## config.mk

```make
export PLATFORM = sky130hd
export DESIGN_NAME = giftag_path_parser
export DESIGN_NICKNAME = d
export VERILOG_FILES = /design/src/hdl/gpp_pkg.sv /design/src/hdl/gpp_core.sv /design/src/hdl/giftag_path_parser.sv
export SDC_FILE = /design/constraint.sdc
export NUM_CORES = 1
export LEC_CHECK = 0
export ABC_CLOCK_PERIOD_IN_PS = 17940
export BUFFER_PORTS_ARGS = -buffer_cell sky130_fd_sc_hd__clkbuf_2
export CAP_MARGIN = 5
export CELL_PAD_IN_SITES_DETAIL_PLACEMENT = 1
export CELL_PAD_IN_SITES_GLOBAL_PLACEMENT = 1
export CORE_ASPECT_RATIO = 0.9
export CORE_UTILIZATION = 33
export CTS_BUF_LIST = sky130_fd_sc_hd__clkbuf_4 sky130_fd_sc_hd__clkbuf_8
export DETAILED_ROUTE_END_ITERATION = 10
export GPL_TIMING_DRIVEN = 0
export PLACE_DENSITY_LB_ADDON = 0.1
export SLEW_MARGIN = 20
export SYNTH_ARGS = -nofsm -noshare
export SYNTH_HDL_FRONTEND = slang
export SYNTH_HIERARCHICAL = 1
export SYNTH_SLANG_ARGS = --single-unit
```

## constraint.sdc

```tcl
create_clock -name clk_i -period 17.94 [get_ports clk_i]
set_input_delay 0.897 -clock clk_i [delete_from_list [all_inputs] [get_ports clk_i]]
set_output_delay 0.897 -clock clk_i [all_outputs]
set_load 0.02 [all_outputs]
```

## src/hdl/gpp_pkg.sv

```systemverilog
// Shared types and constants for the GIF tag path parser.
// No dependencies; used by every module of the block and by its checker.
package gpp_pkg;

  // Result kinds
  localparam logic [2:0] QK_TAG     = 3'd0;
  localparam logic [2:0] QK_PACKED  = 3'd1;
  localparam logic [2:0] QK_REGLIST = 3'd2;
  localparam logic [2:0] QK_IMAGE   = 3'd3;
  localparam logic [2:0] QK_NONE    = 3'd4;

  // Input kinds
  localparam logic KIND_DATA  = 1'b0;
  localparam logic KIND_CLEAR = 1'b1;

  // Tag modes
  localparam logic [1:0] MODE_PACKED  = 2'd0;
  localparam logic [1:0] MODE_REGLIST = 2'd1;

  // A+D descriptor and the register addresses it acts on
  localparam logic [3:0] DESC_AD     = 4'he;
  localparam logic [7:0] ADDR_SIGNAL = 8'h60;
  localparam logic [7:0] ADDR_FINISH = 8'h61;
  localparam logic [7:0] ADDR_LABEL  = 8'h62;

  typedef struct packed {
    logic        kind;
    logic [63:0] data_lo;
    logic [63:0] data_hi;
  } gpp_in_t;

  typedef struct packed {
    logic [2:0]  qword_kind;
    logic [3:0]  reg_first;
    logic [3:0]  reg_second;
    logic        second_valid;
    logic [63:0] out_lo;
    logic [63:0] out_hi;
    logic        end_of_packet;
    logic        signal_irq;
    logic        finish_flag;
    logic        stalled;
    logic [31:0] signal_id;
    logic [31:0] label_id;
  } gpp_out_t;

endpackage

```

## src/hdl/gpp_core.sv

```systemverilog
// Parser state and single-pass next-state and result logic.
// Depends on gpp_pkg for the item and result types and the codes.
module gpp_core (
  input  logic             clk_i,
  input  logic             rst_ni,
  input  logic             cfg_we_i,
  input  logic             cfg_wdata_i,
  input  logic             step_i,
  input  gpp_pkg::gpp_in_t item_i,
  output gpp_pkg::gpp_out_t res_o
);

  logic        irq_mask_q;
  logic [14:0] loop_cnt_q, loop_cnt_d;
  logic [3:0]  reg_idx_q, reg_idx_d;
  logic [4:0]  reg_total_q, reg_total_d;
  logic [1:0]  mode_q, mode_d;
  logic        eop_bit_q, eop_bit_d;
  logic [63:0] reg_list_q, reg_list_d;
  logic        sig_stat_q, sig_stat_d;
  logic        fin_stat_q, fin_stat_d;
  logic        dbl_pend_q, dbl_pend_d;
  logic [31:0] sig_id_q, sig_id_d;
  logic [31:0] lbl_id_q, lbl_id_d;

  // Register steps: first and second register of this qword
  logic [3:0]  desc0, desc1, idx1, idx2;
  logic [4:0]  nxt0, nxt1;
  logic [14:0] loop1, loop2;
  logic [31:0] wr_val, wr_msk;

  assign desc0 = reg_list_q[{reg_idx_q, 2'b00} +: 4];
  assign nxt0  = {1'b0, reg_idx_q} + 5'd1;
  assign idx1  = (nxt0 >= reg_total_q) ? 4'd0 : nxt0[3:0];
  assign loop1 = (nxt0 >= reg_total_q) ? loop_cnt_q - 15'd1 : loop_cnt_q;
  assign desc1 = reg_list_q[{idx1, 2'b00} +: 4];
  assign nxt1  = {1'b0, idx1} + 5'd1;
  assign idx2  = (nxt1 >= reg_total_q) ? 4'd0 : nxt1[3:0];
  assign loop2 = (nxt1 >= reg_total_q) ? loop1 - 15'd1 : loop1;

  assign wr_val = item_i.data_lo[31:0];
  assign wr_msk = item_i.data_lo[63:32];

  // Work out the next state and the result of the item
  always_comb begin
    loop_cnt_d  = loop_cnt_q;
    reg_idx_d   = reg_idx_q;
    reg_total_d = reg_total_q;
    mode_d      = mode_q;
    eop_bit_d   = eop_bit_q;
    reg_list_d  = reg_list_q;
    sig_stat_d  = sig_stat_q;
    fin_stat_d  = fin_stat_q;
    dbl_pend_d  = dbl_pend_q;
    sig_id_d    = sig_id_q;
    lbl_id_d    = lbl_id_q;
    res_o            = '0;
    res_o.qword_kind = gpp_pkg::QK_NONE;

    if (item_i.kind == gpp_pkg::KIND_CLEAR) begin
      sig_stat_d = 1'b0;
      fin_stat_d = 1'b0;
      dbl_pend_d = 1'b0;
    end else if (dbl_pend_q) begin
      res_o.stalled = 1'b1;
    end else if (loop_cnt_q == 15'd0) begin
      // Tag: load loop count, flags and register list
      loop_cnt_d  = item_i.data_lo[14:0];
      eop_bit_d   = item_i.data_lo[15];
      mode_d      = item_i.data_lo[59:58];
      reg_total_d = (item_i.data_lo[63:60] == 4'd0) ? 5'd16 : {1'b0, item_i.data_lo[63:60]};
      reg_list_d  = item_i.data_hi;
      reg_idx_d   = 4'd0;
      res_o.qword_kind = gpp_pkg::QK_TAG;
      res_o.out_lo     = item_i.data_lo;
      res_o.out_hi     = item_i.data_hi;
    end else if (mode_q == gpp_pkg::MODE_PACKED) begin
      res_o.qword_kind = gpp_pkg::QK_PACKED;
      res_o.reg_first  = desc0;
      res_o.out_lo     = item_i.data_lo;
      res_o.out_hi     = item_i.data_hi;
      if (desc0 == gpp_pkg::DESC_AD) begin
        if (item_i.data_hi[7:0] == gpp_pkg::ADDR_SIGNAL) begin
          if (sig_stat_q) begin
            // Second SIGNAL: consume the qword and hold further data
            dbl_pend_d    = 1'b1;
            res_o.stalled = 1'b1;
            res_o.out_lo  = '0;
            res_o.out_hi  = '0;
          end else begin
            sig_id_d         = (sig_id_q & ~wr_msk) | (wr_val & wr_msk);
            res_o.signal_irq = ~irq_mask_q;
            sig_stat_d       = 1'b1;
          end
        end else if (item_i.data_hi[7:0] == gpp_pkg::ADDR_FINISH) begin
          fin_stat_d = 1'b1;
        end else if (item_i.data_hi[7:0] == gpp_pkg::ADDR_LABEL) begin
          lbl_id_d = (lbl_id_q & ~wr_msk) | (wr_val & wr_msk);
        end
      end
      reg_idx_d  = idx1;
      loop_cnt_d = loop1;
    end else if (mode_q == gpp_pkg::MODE_REGLIST) begin
      res_o.qword_kind = gpp_pkg::QK_REGLIST;
      res_o.reg_first  = desc0;
      res_o.out_lo     = item_i.data_lo;
      res_o.out_hi     = item_i.data_hi;
      // Skip the upper half when the list ends on the lower one
      if (loop1 != 15'd0) begin
        res_o.reg_second   = desc1;
        res_o.second_valid = 1'b1;
        reg_idx_d          = idx2;
        loop_cnt_d         = loop2;
      end else begin
        reg_idx_d  = idx1;
        loop_cnt_d = loop1;
      end
    end else begin
      res_o.qword_kind = gpp_pkg::QK_IMAGE;
      res_o.out_lo     = item_i.data_lo;
      res_o.out_hi     = item_i.data_hi;
      loop_cnt_d       = loop_cnt_q - 15'd1;
    end

    res_o.end_of_packet = (res_o.qword_kind != gpp_pkg::QK_NONE) && eop_bit_d &&
                          (loop_cnt_d == 15'd0);
    res_o.finish_flag   = fin_stat_d;
    res_o.signal_id     = sig_id_d;
    res_o.label_id      = lbl_id_d;
  end

  // Configuration register
  always_ff @(posedge clk_i or negedge rst_ni) begin
    if (!rst_ni) begin
      irq_mask_q <= 1'b1;
    end else if (cfg_we_i) begin
      irq_mask_q <= cfg_wdata_i;
    end
  end

  // Advance the parser state once per processed item
  always_ff @(posedge clk_i or negedge rst_ni) begin
    if (!rst_ni) begin
      loop_cnt_q  <= '0;
      reg_idx_q   <= '0;
      reg_total_q <= '0;
      mode_q      <= '0;
      eop_bit_q   <= 1'b1;
      reg_list_q  <= '0;
      sig_stat_q  <= 1'b0;
      fin_stat_q  <= 1'b0;
      dbl_pend_q  <= 1'b0;
      sig_id_q    <= '0;
      lbl_id_q    <= '0;
    end else if (step_i) begin
      loop_cnt_q  <= loop_cnt_d;
      reg_idx_q   <= reg_idx_d;
      reg_total_q <= reg_total_d;
      mode_q      <= mode_d;
      eop_bit_q   <= eop_bit_d;
      reg_list_q  <= reg_list_d;
      sig_stat_q  <= sig_stat_d;
      fin_stat_q  <= fin_stat_d;
      dbl_pend_q  <= dbl_pend_d;
      sig_id_q    <= sig_id_d;
      lbl_id_q    <= lbl_id_d;
    end
  end

endmodule

```

## src/hdl/giftag_path_parser.sv

```systemverilog
// Top level of the GIF tag path parser: input register, parser core, result register.
// Depends on gpp_pkg and gpp_core.
//
//  channel | direction | handshake               | payload
//  --------+-----------+-------------------------+--------------------------
//  in      | input     | in_valid_i / in_stall_o | in_item_i  (gpp_in_t)
//  out     | output    | out_valid_o/ out_stall_i| out_item_o (gpp_out_t)
//  cfg     | input     | cfg_we_i                | cfg_wdata_i (irq mask)
//
// One item per cycle sustained unless the output stalls; a result is offered from
// the cycle after the edge that moves its item out of the input register.
// The parser core updates its state as the item moves from the input register
// into the result register, so a stall on the output holds both stages.
// in_stall_o rises only when both stages are full and the output is stalled.
// Reset clears the handshake state and the parser state; the IRQ mask resets to 1.
module giftag_path_parser (
  input  logic              clk_i,
  input  logic              rst_ni,
  input  logic              in_valid_i,
  output logic              in_stall_o,
  input  gpp_pkg::gpp_in_t  in_item_i,
  output logic              out_valid_o,
  input  logic              out_stall_i,
  output gpp_pkg::gpp_out_t out_item_o,
  input  logic              cfg_we_i,
  input  logic              cfg_wdata_i
);

  logic              in_valid_q;
  gpp_pkg::gpp_in_t  in_item_q;
  logic              out_valid_q;
  gpp_pkg::gpp_out_t out_item_q;
  gpp_pkg::gpp_out_t res;
  logic              advance;
  logic              in_xfer;
  logic              step;

  // Move forward whenever the result register is free or being taken
  assign advance    = !out_valid_q || !out_stall_i;
  assign in_stall_o = in_valid_q && !advance;
  assign in_xfer    = in_valid_i && !in_stall_o;
  assign step       = in_valid_q && advance;

  gpp_core u_core (
    .clk_i       (clk_i),
    .rst_ni      (rst_ni),
    .cfg_we_i    (cfg_we_i),
    .cfg_wdata_i (cfg_wdata_i),
    .step_i      (step),
    .item_i      (in_item_q),
    .res_o       (res)
  );

  // Input register valid and result register valid
  always_ff @(posedge clk_i or negedge rst_ni) begin
    if (!rst_ni) begin
      in_valid_q  <= 1'b0;
      out_valid_q <= 1'b0;
    end else begin
      if (in_xfer) begin
        in_valid_q <= 1'b1;
      end else if (advance) begin
        in_valid_q <= 1'b0;
      end
      if (advance) begin
        out_valid_q <= in_valid_q;
      end
    end
  end

  // Payload registers
  always_ff @(posedge clk_i) begin
    if (in_xfer) begin
      in_item_q <= in_item_i;
    end
    if (step) begin
      out_item_q <= res;
    end
  end

  assign out_valid_o = out_valid_q;
  assign out_item_o  = out_item_q;

endmodule

```

### Yosys cells after proc, flatten, opt, wreduce, memory -nomap -nowiden

Index checks and enable logic that the tools add are counted.

* output and inout port bits: 210
* word-level logic and storage cells: 156
* register bits after elaboration: 498
* input bits: 135

* add/sub/neg operators: 4
* multiplexer cells: 69
* equality and inequality tests: 8
* bitwise gates (word level): 14
* shifts and indexed selects: 2
* reduce and logical (&&, ||, !) cells: 28
* magnitude comparators: 2

Operators with widths (count)
* 2-to-1 mux 128 bit: 5
* 2-to-1 mux 32 bit: 15
* 2-to-1 mux 140 bit: 2
* variable part select 64 x 7 -> 4 bit: 2
* 2-to-1 mux 15 bit: 8
* AND 32 bit: 3
* OR 32 bit: 2
* NOT 32 bit: 1
* zero test 15 bit: 2
* subtractor 15 x 1 -> 15 bit (second input constant): 2
* 2-to-1 mux 1 bit: 26
* == test 8 x 7 -> 1 bit (second input constant): 3
* 2-to-1 mux 4 bit: 6
* 2-to-1 mux 9 bit: 2
* 2-to-1 mux 5 bit: 3
* nonzero test 15 bit: 1
* adder 4 x 1 -> 5 bit (second input constant): 2
* greater-or-equal comparator 5 bit: 2
* NOT 1 bit: 8
* AND reduction 4 bit: 2
* nonzero test 2 bit: 4
* 2-to-1 mux 7 bit: 1
* OR reduction 7 bit: 1
* AND reduction 6 bit: 1
* 15 further kinds: 23

### Logic depth before layout (Yosys ltp)

* depth in word-level cells: 14
* depth in mapped cells: 25
* mapped depth without buffers: 22

### Hierarchy

Netlist, hierarchy kept.

By module, submodules not included
* gpp_core: seq. area each 3981.3 um2, times used 1, cells an instance 1385, area an instance 11573.6 um2
* giftag_path_parser: seq. area each 10169.8 um2, times used 1, cells an instance 345, area an instance 10212.3 um2

### Worst setup path before layout

OpenSTA, ideal clock, no wires.

* kind: input-to-reg
* start point: input out_stall_i
* end point: register u_core.mode_q[0]
* setup time: 0.065 ns
* slack: 0.183 ns
* required time: 17.875 ns
* data arrival time: 17.692 ns
* path buffers: 4
* stages on the path: 9
* cells stage by stage: a21boi_0 > clkbuf_1 > nand2_1 > clkbuf_1 > nor2_1 > clkbuf_1 > clkbuf_1 > nand2_1 > nand2_1

* word-level cells in the longest chain between the ends: 4

Ends and longest elaborated chain
* start: declaration: RTL line giftag_path_parser.sv:23 `input logic out_stall_i,`
* zero test 1 bit: RTL line giftag_path_parser.sv:39 `assign advance = !out_valid_q || !out_stall_i;`
* logical OR 1 bit: RTL line giftag_path_parser.sv:39
* logical AND 1 bit: RTL line giftag_path_parser.sv:42 `assign step = in_valid_q && advance;`
* AND reduction 4 bit (no line)
* end signal: assignment: RTL line gpp_core.sv:159 `mode_q <= mode_d;`
* end: declaration: RTL line gpp_core.sv:17 `logic [1:0] mode_q, mode_d;`

No other way between the ends.
A chain may end at the register's enable or synchronous reset.

==> flow_results.org <==
** Route
- The first TritonRoute pass finished after 5 iterations.
- After detailed routing, the total wire length is 70700 um.
- After detailed routing, the average wire length per cell comes to between 20 and 25 um.
- Number of nets with antenna violations after detailed routing :: 0
- In this run, the number of DRC markers left after iteration 0 of detailed routing was 709.
- Final routed DRC violation total :: 0
- After detailed routing, the number of vias per cell comes to 4.98.
- For this block, the via count after detailed routing is 15500.

** Global route
- First-pass GRT wire length :: 106000 um
- The number of antenna violations at the first check in global routing is 2.
- The number of global-route vias before repair came to 16500.
- Total global-route track usage :: between 20% and 30%
- Entering global routing, the biggest net connects 81 pins.
- Aggregate global routing overflow :: 0

** Yosys
- Synthesized Nets :: roughly 1900
- In the synthesized netlist, the number of instances is around 1700.
- In this run the mean area of a mapped cell was about 13 um2.
- Count of cell types in the netlist :: 80
- Most common cell in the synthesized netlist :: nand2_1
- Synthesized area :: approximately 0.022 mm2
- After synthesis, the cell types taking the most area are edfxtp_1 (46%), dfrtp_1 (18%), nand2_1 (6.0%).
- The commonest cells after synthesis are nand2_1 (350), edfxtp_1 (337), dfrtp_1 (159).
- Sequential share of the synthesized area :: 65.0%
- Most area-hungry cell type in the Yosys netlist :: edfxtp_1
- Share of synthesized registers carrying an async set or reset :: 32.3%
- The synthesized design contains 498 register bits.
- In this run the biggest area consumer among cell types represents 46.5% of the synthesized area.
- For this run, the leading register cell type out of synthesis is edfxtp_1.
- YS warnings :: 6
- The synthesized design contains ~340 enable-type register cells.

** Timing
- Hold timing on the final database bottoms out at a slack of 0.0915 ns.
- For the finished layout, the period the worst path requires is 8.87 ns.
- For the final database, setup skew stands at 0.0543 ns.
- At the pin with the least slew margin, the transition time is ~1.2 ns.
- Max Freq :: between 100 and 150 MHz
- Setup repair after global routing left no endpoint under its margin.
- After layout, the worst setup slack is 9.07 ns.
- Total of endpoints with negative setup slack in the final report :: 0
- The hold violation count in the final report is 0.
- The number of pins exceeding their max-slew limit in the final report was 0.
- Dividing the final minimum period by the clock period gives roughly half.
- Measured against its own limit, the worst slew margin works out to 20.8%.

** Setup path
- Broken down by cell family, the worst path's largest delay share belongs to simple AND/OR/NAND/NOR gates.
- Cell type of the slowest stage on the worst timing path :: buf_1
- The worst setup path is captured at a flop.
- Delay contributed by the slowest stage of the critical path :: around 0.69 ns
- Worst path required time :: 18.40 ns
- Crit Path Max Fanout :: 10
- Kind of critical path :: flop to flop
- Critical Path Source Type :: flop
- In this design, the critical path's most frequently occurring cell is ha_1.
- Data arrives at the worst endpoint at about 9.3 ns.
- Combined buffer and inverter count along the critical path :: 6

** Clock network
- Cells resized by post-CTS repair :: 0
- TritonCTS built the clock tree.
- CTS max path bufs :: 3
- Cell chosen for the clock root :: clkbuf_8
- Total setup buffers inserted after CTS :: 0
- At the later pin of the worst-skew pair, clock insertion delay measures slightly below 0.7 ns.
- In this run, post-CTS hold repair placed 0 buffers.
- The clock net in this run drives a total of 498 sinks.
- In this run the number of H-tree levels came out at 3.
- Clock tree synthesis inserted a total of 90 buffers.
- After clock tree synthesis, the clock-pin slew on the worst setup and hold paths is 0.06 ns.

** Place
- Post-detailed-placement cell area :: 0.0251 mm2
- In this run the tool buffered the top-level ports with 344 buffer cells.
- Placed wire-length estimate after detailed placement :: just over 50000 um
- Before CTS, the worst setup slack after placement is slightly above 9 ns.
- The congestion estimate from routability-driven global placement came to around 0.9.

** Die
- The initialized floorplan defines between 80 and 90 standard-cell rows.
- The total area inside the core boundary comes to 0.0646 mm2.
- Measured along the x axis, the die boundary spans 273 um.
- For this configuration, the core starts out at a cell density of 33.7%.
- Die ar. :: 0.0671 mm2
- During I/O placement, the number of pins put on the boundary was 345.
- Measured along the y axis, the die boundary spans 246 um.

** Final layout
- The post-route netlist has 30.7% of its cells at a drive strength greater than 1.
- Final cell area excluding filler cells :: between 0.02 and 0.03 mm2
- Compared with the post-synthesis result, the final layout area differs by 23.6%.
- The layout has 6993 filler cells.
- Summing all flip-flop and latch instances after layout gives 0.0142 mm2.
- In the final layout, the multi-input gates occupy 0.00716 mm2.
- Final Net Count :: ~2300

** Run status
- Run status :: completed

** Worst hold path
- Class of the worst hold path :: primary input to asynchronous set/reset pin

** Job
- Max capacitance violation total :: 0

** Pwr
- Pwr/cell area :: 119 mW/mm2
- Leakage power of the design :: 0.0113 uW
- Maximum resistive drop on vdd :: slightly below 0.06 mV
-- cells by family (layout without fill, tap and decap cells) --
kind of cell | count (synthesis) | count (layout) | share of synthesized area, %
compound gates | 168 | 168 | 5.47
xor+xnor | 23 | 23 | 0.925
fa+ha+maj | 14 | 14 | 0.804
buf+inv | 117 | 647 | 2.29
flops | 498 | 498 | 65.0
mux | 163 | 163 | 9.34
other cells | 0 | 1 | 0
simple gates | 747 | 747 | 16.2
-- worst register-to-register path: stages, from the launching register on --
cell and delay [ns]:
dfrtp_1 0.36, clkbuf_1 0.26, xnor2_1 0.49, clkinv_1 0.45
ha_1 0.46, a21oi_2 0.23, o21ai_4 0.12, a21oi_1 0.30
buf_2 0.35, buf_1 0.55, buf_1 0.69, nand2_1 0.42
inv_1 0.13, ha_1 0.23, xnor2_1 0.10, ha_1 0.30
nor2_1 0.05, o31a_1 0.41, nor3_2 0.40, o211ai_1 0.37
nor4b_2 0.43, o21ai_1 0.16, or3_1 0.32, or4_1 0.50
nand4b_1 0.23, nor4b_2 0.36
-- sequential cells by signal, summed over array words and instances, names as in the netlist, 2 cells and up --
signal / flops
out_item_o: 208
u_core/reg_total_q: 5
u_core/loop_cnt_q: 15
u_core/reg_idx_q: 4
in_item_q: 129
u_core/mode_q: 2
u_core/sig_id_q: 32
u_core/lbl_id_q: 32
u_core/reg_list_q: 64
-- power breakdown --
part | switching (uW) | total (uW) | internal (uW)
clock | 484 | 1110 | 622
combinational | 472 | 722 | 249
sequential | 54.8 | 1380 | 1330
-- layer usage --
| layer | vias up | GRT usage [%] | part of all wire (%) |
|---|---|---|---|
| met5 | - | 0 | 0 |
| met4 | 0 | 5.30 | 2.0 |
| met3 | 99 | 3.99 | 4.8 |
| met2 | 396 | 36.0 | 49 |
| met1 | 7869 | 27.9 | 44 |
| li1 | 7142 | - | - |
-- layout make-up --
type	count	area share, %
Multi-Input combinational cell	1115	26.6
Buffer	99	1.60
Clock buffer	139	6.20
Tap cell	855	3.97
Timing Repair Buffer	361	8.06
Antenna cell	1	0.00930
Clock inverter	30	0.730
Sequential cell	498	52.6
Inverter	18	0.251
-- path summary, 6_finish.rpt --
path                       slack (ns)  depth (start not counted)               endpoint           startpoint
hold reg to reg                  0.47                          2  u_core/reg_list_q[27]        in_item_q[27]
hold / removal                   0.09                          1    u_core/sig_id_q[21]               rst_ni
setup reg to reg                 9.07                         25         out_item_o[67]  u_core/reg_idx_q[2]
max in group asynchronous       17.10                          2  u_core/reg_list_q[10]               rst_ni
setup / recovery                 9.07                         25         out_item_o[67]  u_core/reg_idx_q[2]
min in group clk_i               0.39                          1         in_item_q[107]       in_item_i[107]
-- stage by stage --
step           util (%)  setup TNS [ns]  std cells  power [uW]
2_1_floorplan         -               0       1730        1870
3_3_place_gp       38.0        -3102.92       2929        2130
3_5_place_dp       38.8               0       2946        2120
4_1_cts            41.6               0       3115        3250
5_1_grt            41.6               0       3115        3370
6_report           41.7               0       3116        3210
-- cells in the final DEF (no fill, tap or decap), drive strengths merged, types with 14 or more instances in the layout --
cell	count
ha	14
nand3	63
dfrtp	159
mux4	19
nor3	29
nand2	353
a31oi	14
and3	14
nor2	123
buf	46
o21ai	40
a21oi	31
clkbuf	553
and2	102
inv	19
mux2	132
clkinv	26
xnor2	18
edfxtp	337
Power figures use the tool's default switching activity.
